--- src/sv/dr2m_pkg.sv ---
// Types, register codes and note helpers shared by the drum-report-to-MIDI block.
`default_nettype none
package dr2m_pkg;

    // Configuration register indexes
    localparam int unsigned CFG_IDX_W = 3;
    localparam logic [CFG_IDX_W-1:0] CFG_MIDI_CHANNEL     = 3'd0;
    localparam logic [CFG_IDX_W-1:0] CFG_PEDAL_VEL        = 3'd1;
    localparam logic [CFG_IDX_W-1:0] CFG_NOTE_TABLE       = 3'd2;
    localparam logic [CFG_IDX_W-1:0] CFG_HAT_PEDAL_SELECT = 3'd3;
    localparam logic [CFG_IDX_W-1:0] CFG_HAT_PAD_SELECT   = 3'd4;
    localparam logic [CFG_IDX_W-1:0] CFG_OPEN_HAT_NOTE    = 3'd5;
    localparam logic [CFG_IDX_W-1:0] CFG_CLOSED_HAT_NOTE  = 3'd6;
    localparam int unsigned CFG_DATA_W = 63;

    // Register reset values
    localparam logic [3:0] RST_MIDI_CHANNEL     = 4'd9;
    localparam logic [6:0] RST_PEDAL_VEL        = 7'd100;
    localparam logic [6:0] RST_OPEN_HAT_NOTE    = 7'd46;
    localparam logic [6:0] RST_CLOSED_HAT_NOTE  = 7'd42;

    // Hat override modes
    localparam logic [1:0] MODE_TABLE  = 2'd0;
    localparam logic [1:0] MODE_CLOSED = 2'd1;
    localparam logic [1:0] MODE_OPEN   = 2'd2;

    // Hat pedal select codes
    localparam logic [1:0] HAT_PEDAL_ORANGE = 2'd1;
    localparam logic [1:0] HAT_PEDAL_BLACK  = 2'd2;

    // Note table entries
    localparam int unsigned NOTE_W      = 7;
    localparam logic [3:0]  NOTE_CYM_OFS = 4'd3;
    localparam logic [3:0]  NOTE_ORANGE  = 4'd7;
    localparam logic [3:0]  NOTE_BLACK   = 4'd8;

    // Event slots: pad i uses 2i (off) and 2i+1 (on), then the two pedals
    localparam int unsigned NUM_PADS   = 4;
    localparam int unsigned NUM_EVT    = 10;
    localparam int unsigned EVT_ORANGE = 8;
    localparam int unsigned EVT_BLACK  = 9;

    // Velocity clamp constants
    localparam logic [8:0] VEL_BASE = 9'd280;
    localparam logic [6:0] VEL_MAX  = 7'd127;

    typedef struct packed {
        logic [7:0] red_level;
        logic [7:0] yellow_level;
        logic [7:0] blue_level;
        logic [7:0] green_level;
        logic       cym_sel;
        logic       orange_pedal;
        logic       black_pedal;
    } t_in_item;

    typedef struct packed {
        logic [6:0] note_number;
        logic [6:0] note_velocity;
        logic       is_note_on;
        logic [3:0] channel_out;
        logic       last_event;
    } t_out_item;

    typedef struct packed {
        logic [3:0]  midi_channel;
        logic [6:0]  pedal_vel;
        logic [62:0] note_table;
        logic [1:0]  hat_pedal_select;
        logic [3:0]  hat_pad_select;
        logic [6:0]  open_hat_note;
        logic [6:0]  closed_hat_note;
    } t_cfg;

    typedef struct packed {
        logic [6:0] note;
        logic [6:0] vel;
        logic       on;
    } t_event;

    typedef t_event [NUM_EVT-1:0] t_evt_bank;

    typedef struct packed {
        logic bank_free;
    } t_ser_status;

    // Note of a table entry, with the hat override applied
    function automatic logic [6:0] note_of(input t_cfg cfg, input logic [3:0] idx,
                                           input logic [1:0] mode);
        logic [6:0] n;
        n = cfg.note_table[NOTE_W*int'(idx) +: NOTE_W];
        if ((idx + 4'd1) == cfg.hat_pad_select) begin
            if (mode == MODE_CLOSED) begin
                n = cfg.closed_hat_note;
            end else if (mode == MODE_OPEN) begin
                n = cfg.open_hat_note;
            end
        end
        return n;
    endfunction

    // min((280 - level) * 2, 127) for a nonzero level
    function automatic logic [6:0] pad_velocity(input logic [7:0] level);
        logic [8:0] diff;
        diff = VEL_BASE - {1'b0, level};
        return (diff[8:6] != 3'd0) ? VEL_MAX : {diff[5:0], 1'b0};
    endfunction

endpackage
`default_nettype wire

--- src/sv/dr2m_cfg_regs.sv ---
// Configuration register file of the drum-report-to-MIDI block.
`default_nettype none
module dr2m_cfg_regs (
    input  wire logic                            i_clk,
    input  wire logic                            i_rst_n,
    input  wire logic                            i_cfg_valid,
    input  wire logic [dr2m_pkg::CFG_IDX_W-1:0]  i_cfg_index,
    input  wire logic [dr2m_pkg::CFG_DATA_W-1:0] i_cfg_data,
    output dr2m_pkg::t_cfg                       o_cfg
);
    import dr2m_pkg::*;

    t_cfg r_cfg;

    // Decode the index and update one register per transaction
    always_ff @(posedge i_clk) begin
        if (!i_rst_n) begin
            r_cfg.midi_channel     <= RST_MIDI_CHANNEL;
            r_cfg.pedal_vel        <= RST_PEDAL_VEL;
            r_cfg.note_table       <= '0;
            r_cfg.hat_pedal_select <= '0;
            r_cfg.hat_pad_select   <= '0;
            r_cfg.open_hat_note    <= RST_OPEN_HAT_NOTE;
            r_cfg.closed_hat_note  <= RST_CLOSED_HAT_NOTE;
        end else if (i_cfg_valid) begin
            case (i_cfg_index)
                CFG_MIDI_CHANNEL:     r_cfg.midi_channel     <= i_cfg_data[3:0];
                CFG_PEDAL_VEL:        r_cfg.pedal_vel        <= i_cfg_data[6:0];
                CFG_NOTE_TABLE:       r_cfg.note_table       <= i_cfg_data[62:0];
                CFG_HAT_PEDAL_SELECT: r_cfg.hat_pedal_select <= i_cfg_data[1:0];
                CFG_HAT_PAD_SELECT:   r_cfg.hat_pad_select   <= i_cfg_data[3:0];
                CFG_OPEN_HAT_NOTE:    r_cfg.open_hat_note    <= i_cfg_data[6:0];
                CFG_CLOSED_HAT_NOTE:  r_cfg.closed_hat_note  <= i_cfg_data[6:0];
                default: begin
                end
            endcase
        end
    end

    assign o_cfg = r_cfg;

endmodule
`default_nettype wire

--- src/sv/dr2m_event_build.sv ---
// Edge detection, hat override tracking and event list construction for one report.
`default_nettype none
module dr2m_event_build (
    input  wire logic                      i_clk,
    input  wire logic                      i_rst_n,
    input  wire dr2m_pkg::t_in_item        i_item,
    input  wire logic                      i_load,
    input  wire dr2m_pkg::t_cfg            i_cfg,
    output dr2m_pkg::t_evt_bank            o_bank,
    output logic [dr2m_pkg::NUM_EVT-1:0]   o_mask
);
    import dr2m_pkg::*;

    logic [NUM_PADS-1:0] r_prev_pad;
    logic [NUM_PADS-1:0] n_prev_pad;
    logic [1:0]          r_prev_pedal;
    logic [1:0]          n_prev_pedal;
    logic [1:0]          r_mode;
    logic [1:0]          n_mode;

    logic [7:0]          levels [NUM_PADS];
    logic [1:0]          pedals;
    logic [1:0]          mode_mid;
    logic [6:0]          pad_note;
    logic [6:0]          pad_vel;
    logic [3:0]          pad_idx;
    logic [6:0]          orange_note;
    logic [6:0]          black_note;

    assign levels[0] = i_item.red_level;
    assign levels[1] = i_item.yellow_level;
    assign levels[2] = i_item.blue_level;
    assign levels[3] = i_item.green_level;
    assign pedals    = {i_item.black_pedal, i_item.orange_pedal};

    // Build the pad events: note-off then note-on on a rising hit
    always_comb begin
        o_bank     = '0;
        o_mask     = '0;
        n_prev_pad = '0;
        pad_note   = '0;
        pad_vel    = '0;
        pad_idx    = '0;
        for (int i = 0; i < NUM_PADS; i++) begin
            pad_idx = (i_item.cym_sel && i != 0) ? (4'(i) + NOTE_CYM_OFS) : 4'(i);
            pad_note = note_of(i_cfg, pad_idx, r_mode);
            pad_vel  = pad_velocity(levels[i]);
            n_prev_pad[i] = (levels[i] != 8'd0);
            o_bank[2*i]   = '{note: pad_note, vel: 7'd0, on: 1'b0};
            o_bank[2*i+1] = '{note: pad_note, vel: pad_vel, on: 1'b1};
            o_mask[2*i]   = n_prev_pad[i] && !r_prev_pad[i];
            o_mask[2*i+1] = n_prev_pad[i] && !r_prev_pad[i];
        end

        // Orange pedal sees the mode in force before it, then may change it
        orange_note = note_of(i_cfg, NOTE_ORANGE, r_mode);
        o_bank[EVT_ORANGE] = '{note: orange_note,
                               vel: pedals[0] ? i_cfg.pedal_vel : 7'd0,
                               on: pedals[0]};
        o_mask[EVT_ORANGE] = pedals[0] != r_prev_pedal[0];
        mode_mid = r_mode;
        if (o_mask[EVT_ORANGE] && i_cfg.hat_pedal_select == HAT_PEDAL_ORANGE) begin
            mode_mid = pedals[0] ? MODE_CLOSED : MODE_OPEN;
        end

        // Black pedal sees the mode left by the orange pedal
        black_note = note_of(i_cfg, NOTE_BLACK, mode_mid);
        o_bank[EVT_BLACK] = '{note: black_note,
                              vel: pedals[1] ? i_cfg.pedal_vel : 7'd0,
                              on: pedals[1]};
        o_mask[EVT_BLACK] = pedals[1] != r_prev_pedal[1];
        n_mode = mode_mid;
        if (o_mask[EVT_BLACK] && i_cfg.hat_pedal_select == HAT_PEDAL_BLACK) begin
            n_mode = pedals[1] ? MODE_CLOSED : MODE_OPEN;
        end
        n_prev_pedal = pedals;
    end

    // Advance the history when the report moves into the event bank
    always_ff @(posedge i_clk) begin
        if (!i_rst_n) begin
            r_prev_pad   <= '0;
            r_prev_pedal <= '0;
            r_mode       <= MODE_TABLE;
        end else if (i_load) begin
            r_prev_pad   <= n_prev_pad;
            r_prev_pedal <= n_prev_pedal;
            r_mode       <= n_mode;
        end
    end

endmodule
`default_nettype wire

--- src/sv/dr2m_event_serial.sv ---
// Event bank and output register: one pending event per unstalled cycle, in slot order.
`default_nettype none
module dr2m_event_serial (
    input  wire logic                      i_clk,
    input  wire logic                      i_rst_n,
    input  wire logic                      i_load,
    input  wire dr2m_pkg::t_evt_bank       i_bank,
    input  wire logic [dr2m_pkg::NUM_EVT-1:0] i_mask,
    input  wire logic [3:0]                i_channel,
    input  wire logic                      i_out_ready,
    output logic                           o_out_valid,
    output dr2m_pkg::t_out_item            o_out,
    output dr2m_pkg::t_ser_status          o_status
);
    import dr2m_pkg::*;

    t_evt_bank             r_bank;
    logic [NUM_EVT-1:0]    r_mask;
    logic [NUM_EVT-1:0]    n_mask;
    logic                  r_out_valid;
    t_out_item             r_out;

    logic [NUM_EVT-1:0]    low_bit;
    logic [NUM_EVT-1:0]    rest;
    t_event                sel_evt;
    logic                  out_adv;

    // Pick the lowest pending slot
    always_comb begin
        low_bit = r_mask & (~r_mask + NUM_EVT'(1));
        rest    = r_mask & ~low_bit;
        sel_evt = '0;
        for (int i = 0; i < NUM_EVT; i++) begin
            if (low_bit[i]) begin
                sel_evt = r_bank[i];
            end
        end
    end

    assign out_adv = (r_mask != '0) && (!r_out_valid || i_out_ready);
    assign o_status.bank_free = (r_mask == '0) || (out_adv && rest == '0);

    // Load a new report or drop the slot just sent
    always_comb begin
        n_mask = r_mask;
        if (i_load) begin
            n_mask = i_mask;
        end else if (out_adv) begin
            n_mask = rest;
        end
    end

    always_ff @(posedge i_clk) begin
        if (!i_rst_n) begin
            r_mask <= '0;
        end else begin
            r_mask <= n_mask;
        end
    end

    always_ff @(posedge i_clk) begin
        if (i_load) begin
            r_bank <= i_bank;
        end
    end

    // Hold the result until the receiver takes it
    always_ff @(posedge i_clk) begin
        if (!i_rst_n) begin
            r_out_valid <= 1'b0;
        end else if (out_adv) begin
            r_out_valid <= 1'b1;
        end else if (i_out_ready) begin
            r_out_valid <= 1'b0;
        end
    end

    always_ff @(posedge i_clk) begin
        if (out_adv) begin
            r_out.note_number   <= sel_evt.note;
            r_out.note_velocity <= sel_evt.vel;
            r_out.is_note_on    <= sel_evt.on;
            r_out.channel_out   <= i_channel;
            r_out.last_event    <= (rest == '0);
        end
    end

    assign o_out_valid = r_out_valid;
    assign o_out       = r_out;

endmodule
`default_nettype wire

--- src/sv/drum_report_to_midi_events_core.sv ---
// Top level: turns drum-kit reports into a stream of MIDI note events.
//
// Input channel (i_in_valid/o_in_ready/i_in) takes one report per transaction.
// Output channel (o_out_valid/i_out_ready/o_out) gives one note event per
// transaction; last_event marks the final event of a report, and a report
// with no pad or pedal edge gives no event at all.
// Configuration channel (i_cfg_valid/o_cfg_ready/i_cfg_index/i_cfg_data) is
// always ready and writes one register per transaction; write it only while
// no report is in flight.
// The first event of a report passes the input register, then the event
// bank, then the output register. A report holds the event bank until its
// last event moves to the output register, and gives up to ten events; the
// single output port, one event per cycle while the receiver is ready, sets
// the report rate. A report is held in the input register while the bank
// drains, so a new report is taken while events are still going out.
// Reset clears the pad, pedal and hat history, empties the pipeline and loads
// the register defaults. When the receiver stalls, the output register holds
// its event, the bank and then the input register fill, and o_in_ready falls.
`default_nettype none
module drum_report_to_midi_events_core (
    input  wire logic                            i_clk,
    input  wire logic                            i_rst_n,
    input  wire logic                            i_in_valid,
    output logic                                 o_in_ready,
    input  wire dr2m_pkg::t_in_item              i_in,
    output logic                                 o_out_valid,
    input  wire logic                            i_out_ready,
    output dr2m_pkg::t_out_item                  o_out,
    input  wire logic                            i_cfg_valid,
    output logic                                 o_cfg_ready,
    input  wire logic [dr2m_pkg::CFG_IDX_W-1:0]  i_cfg_index,
    input  wire logic [dr2m_pkg::CFG_DATA_W-1:0] i_cfg_data
);
    import dr2m_pkg::*;

    t_cfg               cfg;
    t_in_item           r_in;
    logic               r_in_valid;
    logic               in_accept;
    logic               load;
    t_evt_bank          bank;
    logic [NUM_EVT-1:0] mask;
    t_ser_status        ser_status;

    assign o_cfg_ready = 1'b1;

    dr2m_cfg_regs u_cfg (
        .i_clk       (i_clk),
        .i_rst_n     (i_rst_n),
        .i_cfg_valid (i_cfg_valid),
        .i_cfg_index (i_cfg_index),
        .i_cfg_data  (i_cfg_data),
        .o_cfg       (cfg)
    );

    // Input register: move to the bank once the bank is free
    assign load       = r_in_valid && ser_status.bank_free;
    assign o_in_ready = !r_in_valid || load;
    assign in_accept  = i_in_valid && o_in_ready;

    always_ff @(posedge i_clk) begin
        if (!i_rst_n) begin
            r_in_valid <= 1'b0;
        end else if (in_accept) begin
            r_in_valid <= 1'b1;
        end else if (load) begin
            r_in_valid <= 1'b0;
        end
    end

    always_ff @(posedge i_clk) begin
        if (in_accept) begin
            r_in <= i_in;
        end
    end

    dr2m_event_build u_build (
        .i_clk   (i_clk),
        .i_rst_n (i_rst_n),
        .i_item  (r_in),
        .i_load  (load),
        .i_cfg   (cfg),
        .o_bank  (bank),
        .o_mask  (mask)
    );

    dr2m_event_serial u_serial (
        .i_clk       (i_clk),
        .i_rst_n     (i_rst_n),
        .i_load      (load),
        .i_bank      (bank),
        .i_mask      (mask),
        .i_channel   (cfg.midi_channel),
        .i_out_ready (i_out_ready),
        .o_out_valid (o_out_valid),
        .o_out       (o_out),
        .o_status    (ser_status)
    );

endmodule
`default_nettype wire

--- config.mk ---
export PLATFORM = sky130hd
export DESIGN_NAME = drum_report_to_midi_events_core
export DESIGN_NICKNAME = d
export VERILOG_FILES = /design/src/sv/dr2m_pkg.sv /design/src/sv/dr2m_cfg_regs.sv /design/src/sv/dr2m_event_build.sv /design/src/sv/dr2m_event_serial.sv /design/src/sv/drum_report_to_midi_events_core.sv
export SDC_FILE = /design/constraint.sdc
export NUM_CORES = 1
export LEC_CHECK = 0
export BUFFER_PORTS_ARGS = -buffer_cell sky130_fd_sc_hd__buf_2
export CAP_MARGIN = 10
export CORE_MARGIN = 2
export CORE_UTILIZATION = 48
export DETAILED_ROUTE_END_ITERATION = 16
export PLACE_DENSITY = 0.68
export SLEW_MARGIN = 25
export SYNTH_ARGS = -nofsm -noshare
export SYNTH_HDL_FRONTEND = slang
export SYNTH_SLANG_ARGS = --single-unit
--- constraint.sdc ---
create_clock -name i_clk -period 9.9 [get_ports i_clk]
set_clock_uncertainty 0.05 [all_clocks]
set_input_delay 2.475 -clock i_clk [delete_from_list [all_inputs] [get_ports i_clk]]
set_output_delay 2.475 -clock i_clk [all_outputs]
set_load 0.1 [all_outputs]
## Yosys cells after proc, flatten, opt, wreduce, memory -nomap -nowiden

Index checks and enable logic that the tools add are counted.

| word-level totals | value |
|---|---|
| logic and storage cells | 167 |
| input port bits | 106 |
| register bits | 255 |

| cells by class | value |
|---|---|
| shift operators | 3 |
| equality and inequality tests | 20 |
| reduce and logical (&&, ||, !) cells | 41 |
| bitwise logic cells | 4 |
| $add $sub $neg | 8 |
| muxes and demuxes | 45 |
| multiply operators | 3 |

Operators with widths:

| kind | count |
|---|---|
| variable part select 63 x 8 -> 7 bit | 3 |
| two-way mux 15 bit | 10 |
| two-way mux 7 bit | 18 |
| subtractor 9 x 8 -> 9 bit (first input constant) | 4 |
| nonzero test 8 bit | 4 |
| multiplier 3 x 4 -> 7 bit (first input constant) | 3 |
| bitwise AND 10 bit | 2 |
| zero test 10 bit | 2 |
| two-way mux 10 bit | 2 |
| inverter 10 bit | 2 |
| AND reduction 2 bit | 7 |
| adder 4 x 1 -> 4 bit (second input constant) | 3 |
| equality test 4 bit | 3 |
| nonzero test 3 bit | 4 |
| adder 10 x 1 -> 10 bit (second input constant) | 1 |
| logical AND 1 bit | 10 |
| nonzero test 10 bit | 1 |
| equality test 3 bit (second input constant) | 3 |
| two-way mux 3 bit | 3 |
| equality test 4 bit (first input constant) | 2 |
| two-way mux 1 bit | 8 |
| two-way mux 2 bit | 4 |
| equality test 2 x 1 -> 1 bit (second input constant) | 3 |
| equality test 2 bit (second input constant) | 3 |
| other kinds (8) | 19 |

## Longest topological paths before layout

Gate-level depths: netlist (run 1).

| depth | value |
|---|---|
| depth in word-level cells | 13 |
| mapped depth | 9 |
| gate-level depth less buffers | 8 |

## Hierarchy

Synthesis (run 1) repeated with hierarchy kept, for this count alone.

| unflattened totals | value |
|---|---|
| cells, all modules | 1354 |
| area, all modules | 14956.8 µm² |

By module, submodules not included:

| module | times used | area each (µm²) | cells an instance |
|---|---|---|---|
| dr2m_event_serial | 1 | 7334.5 | 549 |
| dr2m_cfg_regs | 1 | 3711.1 | 388 |
| dr2m_event_build | 1 | 2783.9 | 374 |
| drum_report_to_midi_events_core | 1 | 1127.3 | 43 |

## Least setup slack after synthesis (run 1)

OpenSTA, ideal clock, no wires.

| timing path | value |
|---|---|
| path type | input port to output port |
| start point | input i_out_ready |
| end point | output o_in_ready |
| path slack | 2.469 ns |
| data required time | 7.375 ns |
| stages | 3 |
| arrival | 4.906 ns |
| cells stage by stage | nand2b_1 a21oi_1 o21ai_0 |

| between the ends | value |
|---|---|
| cells in the longest elaborated chain, start to end | 6 |

RTL lines:

| what | RTL line | source |
|---|---|---|
| from (decl) | drum_report_to_midi_events_core.sv:27 | `input wire logic i_out_ready,` |
| logical OR 1 bit | dr2m_event_serial.sv:40 | `assign out_adv = (r_mask != '0) && (!r_out_valid \|\| i_out_ready);` |
| logical AND 1 bit | dr2m_event_serial.sv:40 |  |
| logical AND 1 bit | dr2m_event_serial.sv:41 | `assign o_status.bank_free = (r_mask == '0) \|\| (out_adv && rest == '0);` |
| logical OR 1 bit | dr2m_event_serial.sv:41 |  |
| logical AND 1 bit | drum_report_to_midi_events_core.sv:57 | `assign load = r_in_valid && ser_status.bank_free;` |
| logical OR 1 bit | drum_report_to_midi_events_core.sv:58 | `assign o_in_ready = !r_in_valid \|\| load;` |
| to (decl) | drum_report_to_midi_events_core.sv:24 | `output logic o_in_ready,` |

Every way passes these cells.

## Worst setup path after layout (run 1)

Ends and elaborated chain as after synthesis.

==> impl_summary.md, run 1 <==
Power
Across the VDD grid, the largest voltage drop is 0.164 mV. Power spread over the standard cell area amounts to 281 mW/mm2. Of the total power, the share spent switching nets is 36.3%. The part of the power in the clock network is 27.9%. The switching power summed over all nets is 1.29 mW.

The power share of the sequential group is 42.9%. The internal power is 2.26 mW. Summed over all cells, the static leakage comes to 4.64 nW.

Combinational cells account for 29.2% of the total power.

Timing
The count of pins over their slew limit came to 0. The maximum clock rate is 0.159 GHz. The worst path needs 6.27 ns of the cycle, external delays included. The relative max-transition margin is 38.3%.

The pin slew with the least headroom to its limit is 0.926 ns. Summed over all failing endpoints, the final setup total negative slack is 0 ns. The final hold violation count is 0.

Setup repair after global routing left no endpoint under its margin. Of the available clock period, the critical path in the final layout requires 63.3%. Setup violations remaining at the end of the flow were counted as 0.

Logic synthesis
The cell area that synthesis handed to floorplanning was 0.0109 mm2. The unique cell type count in the Yosys netlist is 58. The post-synthesis simple-gate area fraction is 16.3%. The post-synthesis area per instance is 10.9 um2. The instance count of the mapped netlist is 1,000.

The dominant combinational cell family by area after synthesis is simple AND/OR/NAND/NOR gates. The total number of yosys warnings is 0. The async set-reset flop share out of synthesis is 0%. The dominant register cell in the synthesized netlist is sky130_fd_sc_hd__edfxtp_1. The synthesized netlist devotes 15.2% of its cell area to compound gates. The share of synthesized area occupied by flip-flops and latches is 60.0%. The xor/xnor share of the synthesized area is 1.45%. The fraction of the mapped netlist area in adder cells is 0.553%. The mux contribution to synthesized area is 3.96%.

The number of nets handed over by synthesis was 1,110. The number of synthesized register bits is 255. Counting flops with a built-in enable in the synthesized netlist gives 141.

Global routing
The number of antenna violations at the first check in global routing is 0. Summed over all layers, the global routing overflow is 0. The first-pass GRT wire length is 38,800 um.

Global routing used 20.3% of the available tracks across all layers. The number of global-route vias before repair is 7,289. Entering global routing, the biggest net connects 122 pins.

CTS
In this run, post-CTS repair resized a total of 0 instances. The CTS buffer count is 28. The maximum count of clock buffers along a single path is 3. TritonCTS built the clock tree.

The total number of clock tree sinks is 255. The maximum level of the CTS H-tree is 1. The cell chosen for the clock root is sky130_fd_sc_hd__clkbuf_16. The clock reaches the later pin of the worst-skew pair after 0.53 ns. Clock-pin slew was measured on the worst setup and hold paths at 0.06 ns. The number of post-CTS setup repair buffers is 0. The hold-fix buffer count after cts is 0.

Min path
The tightest min-delay check is of the reg -> reg type. The worst hold path begins at u_cfg.o_cfg[90]. The end of the worst hold path is u_serial.o_out[1]. The number of instances on the worst hold path is 0.

Setup path
The number of buffer and inverter instances along the worst setup path is 2. The slowest cell on the critical path is sky130_fd_sc_hd__a21oi_1. The most numerous cell type found on the critical path is sky130_fd_sc_hd__buf_2. The signal on the critical path passes through buf_2, nand2b_1, a21oi_1, o21ai_0, buf_2.

Along the worst path, the maximum fanout reaches 6. The endpoint of the worst register-to-register path is u_serial.r_mask[0]. The delay contributed by the slowest stage of the critical path is 0.42 ns. For flop-to-flop paths, the worst setup slack is 6.48 ns. The largest delay contributor family on the critical path is compound AO/OA/AOI/OAI gates.

The worst setup path is captured at a primary output. The number of cells on the worst reg-to-reg path is 7. The worst endpoint required time is 7.38 ns.

The worst setup path category is in -> out. The arrival time reported for the critical path endpoint is 3.75 ns. The kind of launch point of the worst setup path is an input port. In this run the critical register-to-register path is launched from u_serial.r_mask[1].

Detailed routing
The first routing iteration left 527 violations. In the routed design, unresolved DRC markers number 0. After detailed routing, the number of vias per cell comes to 5.48. The count of TritonRoute iterations in the first routing pass is 5. In the final routed layout, each cell accounts on average for 17.6 um.

Detailed routing inserted a total of 7,777 vias. The post-detailed-route count of antenna-violating nets is 0. Summed over all layers, the routed wires come to 24,900 um.

Run
The max-cap violation count is 0.

Placed design
The placed instance area is 0.0117 mm2. The half-perimeter wire length of the detailed placement result is 17,200 um. The number of input and output port buffers inserted is 127.

The placer congestion estimate is 0.854.

Layout
The total inserted antenna cells is 0. Of the cells placed in the final design, the portion with a size suffix greater than 1 is 16.2%. In the final design database the tool counted 1,222 nets. The final design instance area without fill is 0.0126 mm2.

From synthesis to final layout, the design area changed by 16.2%.

Die
In this run the standard cell core region covers 0.0224 mm2. The die footprint is 0.0238 mm2. The floorplan has 55 rows.

The die is 154 um wide. The initial utilization of the core area, before any placement, comes to 48.4%. The floorplan step set the die height to 154 um. 129 I/O pins were placed.

Outcome
The flow ran to the end, and the final reports show no timing, DRC or antenna violations.
==> state kept, by name (all words and copies together) (netlist names) <==
register and cells:
u_serial.r_bank 86, u_serial.r_mask 10, r_in 35, r_in_valid 1, u_serial.o_out_valid 1, u_build.r_prev_pedal 2
u_build.r_prev_pad 4, u_cfg.o_cfg 94, u_build.r_mode 2, u_serial.o_out 20
==> power by group through the flow <==
stage | logic (mW) | clock network (mW) | registers (mW)
after global placement | 1.01 | 0 | 1.54
after CTS | 1.03 | 1.01 | 1.52
final | 1.03 | 0.989 | 1.52
after detailed placement | 1.03 | 0 | 1.54
after global routing | 1.10 | 1.05 | 1.54
after floorplan | 0.506 | 0 | 1.79
==> cell usage after synthesis, types with 5 or more instances <==
library cell                number  area share [%]
sky130_fd_sc_hd__a222oi_1        7            0.65
sky130_fd_sc_hd__nand3b_1       14            0.97
sky130_fd_sc_hd__o21ai_0        14            0.65
sky130_fd_sc_hd__a2bb2oi_1       7            0.56
sky130_fd_sc_hd__a21boi_0       73             5.0
sky130_fd_sc_hd__o211a_1         5            0.46
sky130_fd_sc_hd__nand2b_1       14            0.81
sky130_fd_sc_hd__nand2_1       235             8.1
sky130_fd_sc_hd__dfxtp_1       114              21
sky130_fd_sc_hd__nand3_1        17            0.78
sky130_fd_sc_hd__inv_1          16            0.55
sky130_fd_sc_hd__nor3_1         12            0.55
sky130_fd_sc_hd__a22oi_1        14            0.97
sky130_fd_sc_hd__xor2_1         10            0.81
sky130_fd_sc_hd__a22o_1         21             1.7
sky130_fd_sc_hd__a21oi_1        11            0.51
sky130_fd_sc_hd__nor2_1         30             1.0
sky130_fd_sc_hd__and2_1         17            0.98
sky130_fd_sc_hd__a221oi_1        7            0.56
sky130_fd_sc_hd__a41oi_1         7            0.56
sky130_fd_sc_hd__nor2b_1        21             1.2
sky130_fd_sc_hd__clkbuf_1       51             1.8
sky130_fd_sc_hd__edfxtp_1      141              39
sky130_fd_sc_hd__o22ai_1        28             1.6
sky130_fd_sc_hd__and3_1          7            0.40
sky130_fd_sc_hd__xnor2_1         8            0.65
sky130_fd_sc_hd__mux2i_1        43             4.0
==> cell usage in the layout, fill, tap and decap left out, drive strengths merged, types with 16 or more instances in the layout <==
cell type and instances:
clkbuf 47, edfxtp 141, o22ai 28, inv 16, dfxtp 114, nor2b 21
mux2i 43, a21boi 76, nand3 17, a22o 21, o21ai 18, buf 137
and2 17, nor2 30, nand2 235
==> logic make-up after synthesis <==
logic type / count (synthesis)
xor+xnor: 18
flops: 255
mux: 43
simple gates: 387
other cells: 1
buf+inv: 71
fa+ha+maj: 5
compound gates: 220
==> worst max-delay path by stage <==
stage	start	to	slack, ns	cells after the start
finish	i_out_ready	o_in_ready	3.63	5
global route	i_out_ready	o_in_ready	3.52	5
CTS	i_out_ready	o_in_ready	3.64	5
detailed placement	i_out_ready	o_in_ready	3.64	5
global placement	i_out_ready	o_in_ready	3.68	5
floorplan	i_out_ready	o_in_ready	2.47	3
==> per-layer routing <==
layer | share of wire, % | track usage (%) | vias to the layer above
met5 | 0 | 0 | -
met4 | 1.7 | 4.76 | 0
met3 | 5.4 | 3.08 | 35
met2 | 47 | 32.8 | 239
met1 | 46 | 29.1 | 3679
li1 | - | - | 3824
==> layout make-up <==
cell class,instances,area (um2)
inverters,16,60.1
multi-input cells,674,4090
clock inverters,4,47.5
flip-flops and latches,255,6520
repair buffers,137,714
clock buffers,47,833
well taps,285,357
fillers,1915,9810
==> stage by stage <==
step / std cells / hold slack (ns) / setup WS [ns] / utilization (%) / power (mW)
floorplan: 1000 / 0.358 / 2.47 / - / 2.30
global route: 1418 / 0.389 / 3.52 / 56.3 / 3.69
detailed placement: 1367 / 0.369 / 3.64 / 52.3 / 2.57
CTS: 1418 / 0.382 / 3.64 / 56.2 / 3.56
global placement: 1367 / 0.365 / 3.68 / 52.3 / 2.55
finish: 1418 / 0.380 / 3.63 / 56.3 / 3.54
Note: power is estimated with default switching activity, not from simulation.
==> run 2, diff against run 1 <==
--- a/config.mk
+++ b/config.mk
@@ -10,7 +10,7 @@
 export CORE_MARGIN = 2
 export CORE_UTILIZATION = 48
 export DETAILED_ROUTE_END_ITERATION = 16
-export PLACE_DENSITY = 0.68
+export PLACE_DENSITY = 0.7
 export SLEW_MARGIN = 25
 export SYNTH_ARGS = -nofsm -noshare
 export SYNTH_HDL_FRONTEND = slang
==> constraint.sdc (replaced) <==
create_clock -name i_clk -period 5.7 [get_ports i_clk]
set_clock_uncertainty 0.05 [all_clocks]
set_input_delay 1.425 -clock i_clk [delete_from_list [all_inputs] [get_ports i_clk]]
set_output_delay 1.425 -clock i_clk [all_outputs]
set_load 0.1 [all_outputs]
==> run 2 against run 1 <==
Against the previous run:
- die area unchanged
- worst setup slack worse by 2.4 ns
- power increased by 72%
- clock-buffer cell count down 7
- sequential cell count stayed put
- worst hold slack improved by 0.0016 ns
- utilization shrank 0.089 points
- final cell count fell by 0.14%
- via count shrank 0.10%
- non-clock buffer count did not move
- sequential share of layout area grew 0.082 points
- first-iteration DRC count is 26% higher
- highest routed layer unchanged
==> impl_summary.md, run 2 (synthesis gave the netlist of run 1 again) <==
Detailed routing
The post-detailed-route count of antenna-violating nets is 0 (unchanged). The residual DRC count was 0 (unchanged). The total number of vias was 7,769 (-0.10%). The starting DRC count in detailed routing was 665 (+26%). The routed wire length came to 24,900 um (about the same).

The number of vias per cell after detailed routing is 5.49 (about the same). The count of TritonRoute iterations in the first routing pass is 6 (+1). The average detailed-routed wire length per instance was 17.6 um (+0.21%).

Die
The die footprint is 0.0238 mm2 (unchanged). The core footprint is 0.0224 mm2 (unchanged). The y dimension of the die came to 154 um (unchanged). The top-level port count is 129 (unchanged). The initial standard-cell utilization of the core was 48.4% (unchanged). The horizontal extent of the die is 154 um (unchanged). The cell row count came to 55 (unchanged).

Setup path
The worst endpoint required time was 4.22 ns (-3.16 ns). The arrival time reported for the critical path endpoint came to 2.95 ns (-0.80 ns). In this run the critical register-to-register path is captured at r_in[17]. The setup slack on the worst flop-to-flop path is 2.49 ns (-3.99 ns).

The worst setup path is launched from a flip-flop. The capturing element of the worst setup path is o_in_ready. The maximum fanout count along the critical path is 20 (+14). The worst register-to-register path begins at u_serial.r_mask[1]. The number of cells on the worst reg-to-reg path was 5 (-2). The number of buffer and inverter instances along the worst setup path is 1 (-1). The worst setup path is of the reg -> out kind.

The depth of the critical timing path with buffers and inverters included is 5 (unchanged). The worst setup path is captured at a primary output. The delay contributed by the slowest stage of the critical path is 0.50 ns (+0.08 ns). The slowest cell on the critical path is sky130_fd_sc_hd__dfxtp_1. The critical path goes through or2_2, nor2_1, a21oi_1, o21ai_0, buf_2.

The start point of the critical path is u_serial.r_mask[1]. The largest delay contributor family on the critical path is simple AND/OR/NAND/NOR gates.

Placed design
The placer congestion estimate came to 0.933 (+9.2%). The number of input and output port buffers inserted is 127 (unchanged). The minimum setup slack after placement was 1.49 ns (-2.15 ns).

The half-perimeter wire length of the detailed placement result is 17,200 um (+0.12%).

Power
The largest vdd supply drop was 0.306 mV (+87%). The leakage component of the power is 4.64 nW (about the same). The power per standard cell area is 484 mW/mm2 (+72%).

Timing
The clock period minus final worst setup slack is 4.42 ns. The smallest hold slack came to 0.382 ns (+0.00157 ns). The pin slew with the least headroom to its limit is 0.932 ns (+0.00615 ns). Timing would allow up to 0.226 GHz.

The final hold violation count came to 0 (unchanged). The count of pins over their slew limit was 0 (unchanged). The portion of the clock cycle consumed by the worst path in the final layout is 77.6%. Setup repair after global routing left no endpoint under its margin.

The relative max-transition margin is 37.8% (-0.41 points). The least setup slack across all paths after layout came to 1.28 ns (-2.35 ns). The sum of negative setup slack is 0 ns (unchanged). The final setup violation count is 0 (unchanged).

Layout
The total inserted antenna cells is 0 (unchanged). The flip-flop count of the largest register after layout is 94 (unchanged). The most common cell after layout, fill and taps aside is sky130_fd_sc_hd__nand2_1.

In the layout the commonest cells are 235 x sky130_fd_sc_hd__nand2_1, 141 x sky130_fd_sc_hd__edfxtp_1, 127 x sky130_fd_sc_hd__buf_2. The share of cells above drive strength 1 is 16.5% (+0.29 points). The number of nets in the finished design is 1,221 (-0.082%). The area growth from synthesis to layout is 16.0%.

CTS
The total number of clock tree sinks was 255 (unchanged). The maximum count of clock buffers along a single path is 3 (unchanged). The hold-fix buffer count after cts was 0 (unchanged). The clock slew at the register clock pins of the worst setup and hold paths is 0.06 ns (about the same). The CTS buffer count is 27 (-3.6%). The number of post-CTS setup repair buffers is 0 (unchanged). The number of gates resized after CTS is 0 (unchanged). The maximum level of the CTS H-tree is 1 (unchanged). TritonCTS built the clock tree. The clock insertion delay at the later pin of the skew report is 0.53 ns (about the same). In this run the clock root is driven by a sky130_fd_sc_hd__clkbuf_16.

Global routing
The number of global-route vias before repair came to 7,307 (+0.25%). The first-pass GRT wire length is 39,200 um (+0.89%). The total global routing track utilization is 20.6% (+0.25 points).

The largest net degree at the start of global routing is 68 (-44%). The remaining global-route overflow is 0 (unchanged). The number of antenna violations at the first check in global routing is 0 (unchanged).

Min path
The type of the most critical hold path is reg -> reg.

Run
The max-cap violation count is 0 (unchanged).

Outcome
The run finished with clean final reports.
## run 2: how the worst min path moves through the flow
| stage | from | slack (ns) | depth (start not counted) | to |
|---|---|---|---|---|
| 3_5_place_dp | u_cfg.o_cfg[91] | 0.37 | 0 | u_serial.o_out[2] |
| 4_1_cts | u_cfg.o_cfg[91] | 0.38 | 0 | u_serial.o_out[2] |
| 6_report | u_cfg.o_cfg[91] | 0.38 | 0 | u_serial.o_out[2] |
| 2_1_floorplan | u_cfg.o_cfg[90] | 0.36 | 0 | u_serial.o_out[1] |
| 5_1_grt | u_cfg.o_cfg[91] | 0.40 | 0 | u_serial.o_out[2] |
| 3_3_place_gp | u_cfg.o_cfg[91] | 0.37 | 0 | u_serial.o_out[2] |
## run 2: worst reg2reg max path, cell delays in order (launching register included)
cell                      delay, ns
sky130_fd_sc_hd__dfxtp_1       0.50
sky130_fd_sc_hd__or2_2         0.49
sky130_fd_sc_hd__nor2_1        0.32
sky130_fd_sc_hd__a21oi_1       0.27
sky130_fd_sc_hd__o21ai_0       0.36
sky130_fd_sc_hd__and2_2        0.83
## run 2: power by group
group / switching [mW] / internal [mW] / total (mW) / leakage [nW]
registers: 0.181 / 2.44 / 2.62 / 2.24
logic: 1.35 / 0.452 / 1.80 / 1.98
clock network: 0.688 / 0.985 / 1.67 / 0.423
## run 2: cell type report
cell class                 instances  area, um2
clock buffer                      40        776
clock inverter                     9       76.3
multi-input combinational        674       4090
sequential                       255       6520
tap                              285        357
inverter                          16       60.1
timing repair buffer             137        723
fill                            1927       9830
## run 2: through the flow
step,std cells,total power [mW],utilization [%],instance area (um2)
3_3_place_gp,1367,4.42,52.3,11700
5_1_grt,1416,6.37,56.2,12600
3_5_place_dp,1367,4.45,52.4,11700
2_1_floorplan,1000,3.99,-,10900
4_1_cts,1416,6.14,56.2,12600
6_report,1416,6.09,56.2,12600
## run 2: metal layers
metal	share of wire, %	wire [um]	global-route usage [%]
met3	5.4	1340	2.94
met4	2.1	511	4.32
met5	0	0	0
met1	46	11600	29.9
met2	46	11500	33.1
==> run 3, diff against run 2 <==
==> constraint.sdc (replaced) <==
create_clock -name i_clk -period 3.9 [get_ports i_clk]
set_clock_uncertainty 0.05 [all_clocks]
set_input_delay 0.975 -clock i_clk [delete_from_list [all_inputs] [get_ports i_clk]]
set_output_delay 0.975 -clock i_clk [all_outputs]
set_load 0.1 [all_outputs]
==> run 3 against run 2 <==
Against the previous run:
- via count grew 1.1%
- worst setup slack got worse by 1.1 ns
- sequential cell count did not move
- critical endpoint unchanged
- highest routed layer unchanged
- wire length is 0.36% higher
- clock-buffer cell count shrank 2
- critical path type unchanged
- largest cell class unchanged
==> impl_summary.md, run 3 (synthesis gave the netlist of run 1 again) <==
Outcome
The flow ran to the end, and the final reports show no timing, DRC or antenna violations.

Die
The die footprint is 0.0238 mm2 (unchanged). The y dimension of the die is 154 um (unchanged). The core footprint came to 0.0224 mm2 (unchanged). The horizontal extent of the die was 154 um (unchanged). The cell row count is 55 (unchanged). The top-level port count is 129 (unchanged). The initial standard-cell utilization of the core was 48.4% (unchanged).

Detailed routing
The total number of vias is 7,854 (+1.1%). The starting DRC count in detailed routing is 638 (-4.1%). The routed wire length came to 25,000 um (+0.36%). The average detailed-routed wire length per instance is 17.6 um (-0.14%). The number of vias per cell after detailed routing came to 5.52 (+0.60%).

The residual DRC count came to 0 (unchanged). The count of TritonRoute iterations in the first routing pass came to 5 (-1). The post-detailed-route count of antenna-violating nets is 0 (unchanged).

Layout
From synthesis to final layout, the design area changed by 16.8%. The filler cell count is 1,958 (+1.6%). The number of cells in the finished layout apart from fillers came to 1,423 (+0.49%).

The total inserted antenna cells came to 0 (unchanged). The core occupancy in the finished layout is 56.5% (+0.37 points). The library cell used most frequently in the layout, excluding fill and tap cells, is sky130_fd_sc_hd__nand2_1. The final design instance area without fill is 0.0127 mm2 (+0.67%). The area used by sequential logic in the layout is 0.00652 mm2 (unchanged). The top cell types in the final layout, fill and taps aside, are 235 x sky130_fd_sc_hd__nand2_1, 141 x sky130_fd_sc_hd__edfxtp_1, 126 x sky130_fd_sc_hd__buf_2.

The number of nets in the finished design is 1,226 (+0.41%). The area of combinational cells with multiple inputs came to 0.00410 mm2 (+0.12%). The flip-flop count of the largest register after layout was 94 (unchanged). The share of cells above drive strength 1 came to 17.0% (+0.51 points).

Min path
The tightest min-delay check is of the reg -> reg type. The startpoint of the most critical hold path is u_cfg.o_cfg[90]. The number of instances on the worst hold path was 0 (unchanged). The end of the worst hold path is u_serial.o_out[1].

Timing
The final setup violation count came to 0 (unchanged). Dividing the final minimum period by the clock period gives 94.5%. The sum of negative setup slack is 0 ns (unchanged). The maximum clock rate is 0.271 GHz. The pin slew with the least headroom to its limit came to 0.956 ns (+0.0241 ns). The final hold violation count came to 0 (unchanged).

The count of pins over their slew limit is 0 (unchanged). The clock period minus final worst setup slack is 3.68 ns. The least setup slack across all paths after layout is 0.216 ns (-1.06 ns). Setup repair after global routing left no endpoint under its margin.

The relative max-transition margin is 36.1% (-1.7 points). The smallest hold slack is 0.382 ns (+0.000396 ns).

CTS
The clock slew at the register clock pins of the worst setup and hold paths is 0.06 ns (about the same). The maximum count of clock buffers along a single path came to 3 (unchanged). The TritonCTS clock tree is done. The clock insertion delay at the later pin of the skew report is 0.54 ns (about the same).

The maximum level of the CTS H-tree came to 1 (unchanged). The total number of clock tree sinks was 255 (unchanged). The root buffer cell chosen for the clock tree is sky130_fd_sc_hd__clkbuf_16. The CTS buffer count is 28 (+3.7%). The hold-fix buffer count after cts was 0 (unchanged).

Setup path
The arrival time reported for the critical path endpoint is 2.66 ns (-0.29 ns). The delay contributed by the slowest stage of the critical path is 0.61 ns (+0.11 ns). The endpoint of the worst register-to-register path is r_in[17]. The number of buffer and inverter instances along the worst setup path came to 1 (unchanged). Traced cell by cell, the critical path runs through or4_4, a2111oi_4, a32oi_1, o21ai_2, clkbuf_4. The setup slack on the worst flop-to-flop path was 0.95 ns (-1.54 ns). The number of cells on the worst reg-to-reg path is 5 (unchanged). The maximum fanout count along the critical path is 8 (-60%).

The reg-to-reg critical path startpoint is u_serial.r_mask[2]. The largest delay contributor family on the critical path is compound AO/OA/AOI/OAI gates. STA classifies the critical path startpoint as a flip-flop.

The type of element capturing the critical path is a primary output. On the critical path, the stage with the largest delay is an instance of sky130_fd_sc_hd__or4_4. The worst endpoint required time is 2.87 ns (-1.35 ns). By startpoint and endpoint, the worst setup path is classified as reg -> out.

Global routing
The number of global-route vias before repair is 7,433 (+1.7%). The remaining global-route overflow is 0 (unchanged). The first-pass GRT wire length is 39,500 um (+0.92%). The number of antenna violations at the first check in global routing is 0 (unchanged). The largest net degree at the start of global routing is 64 (-5.9%). The total global routing track utilization is 20.9% (+0.27 points).

Placed design
The placer congestion estimate is 0.911 (-2.4%). The number of cells in the design after placement is 1,371 (+0.29%). The half-perimeter wire length of the detailed placement result is 17,500 um (+1.9%).

The placed instance area is 0.0118 mm2 (+0.29%). The number of input and output port buffers inserted is 127 (unchanged). The minimum setup slack after placement is 0.641 ns (-0.849 ns).

Power
The leakage component of the power came to 4.69 nW (+1.0%). The power per standard cell area is 711 mW/mm2 (+47%). The total power consumption of the routed design is 9.02 mW (+48%). The largest vdd supply drop is 0.424 mV (+39%).

Run
The max-cap violation count is 0 (unchanged).
==> run 3: cell types whose count changed in the layout (fill, tap and decap cells not counted), sizes merged <==
cell,delta
clkbuf,-1
buf,+3
inv,-1
clkinv,+6
==> run 3: repair_timing <==
action	4_1_cts	5_1_grt
setup endpoints to repair	0	1
resized for setup	0	2
buffers inserted	0	0
==> run 3: how the worst max path moves through the flow <==
| stage | from | end | cells after the start |
|---|---|---|---|
| CTS | u_serial.r_mask[2] | o_in_ready | 5 |
| finish | u_serial.r_mask[2] | o_in_ready | 5 |
| detailed placement | u_serial.r_mask[2] | o_in_ready | 5 |
| floorplan | u_serial.r_mask[2] | r_in[0] | 5 |
| global placement | u_serial.r_mask[2] | o_in_ready | 5 |
| global route | u_serial.r_mask[2] | o_in_ready | 5 |
==> run 3: final cells by class <==
type	count	area share [%]
sequential	255	51.4
inverter	16	0.473
tap	285	2.81
multi-input combinational	674	32.3
clock inverter	14	0.779
timing repair buffer	141	5.96
clock buffer	38	6.30
==> run 3: routing by layer <==
layer / routed length [um] / vias to the layer above / global-route usage, %
met2: 11200 / 242 / 32.4
met4: 643 / 0 / 5.91
met5: 0 / - / 0
met1: 11600 / 3719 / 30.4
li1: - / 3853 / -
met3: 1560 / 40 / 3.45
==> run 3: power by group <==
part	leakage, nW	internal (mW)	total [mW]	switching [mW]
Clock	0.448	1.50	2.53	1.03
Sequential	2.24	3.56	3.83	0.264
Combinational	2.00	0.679	2.66	1.99
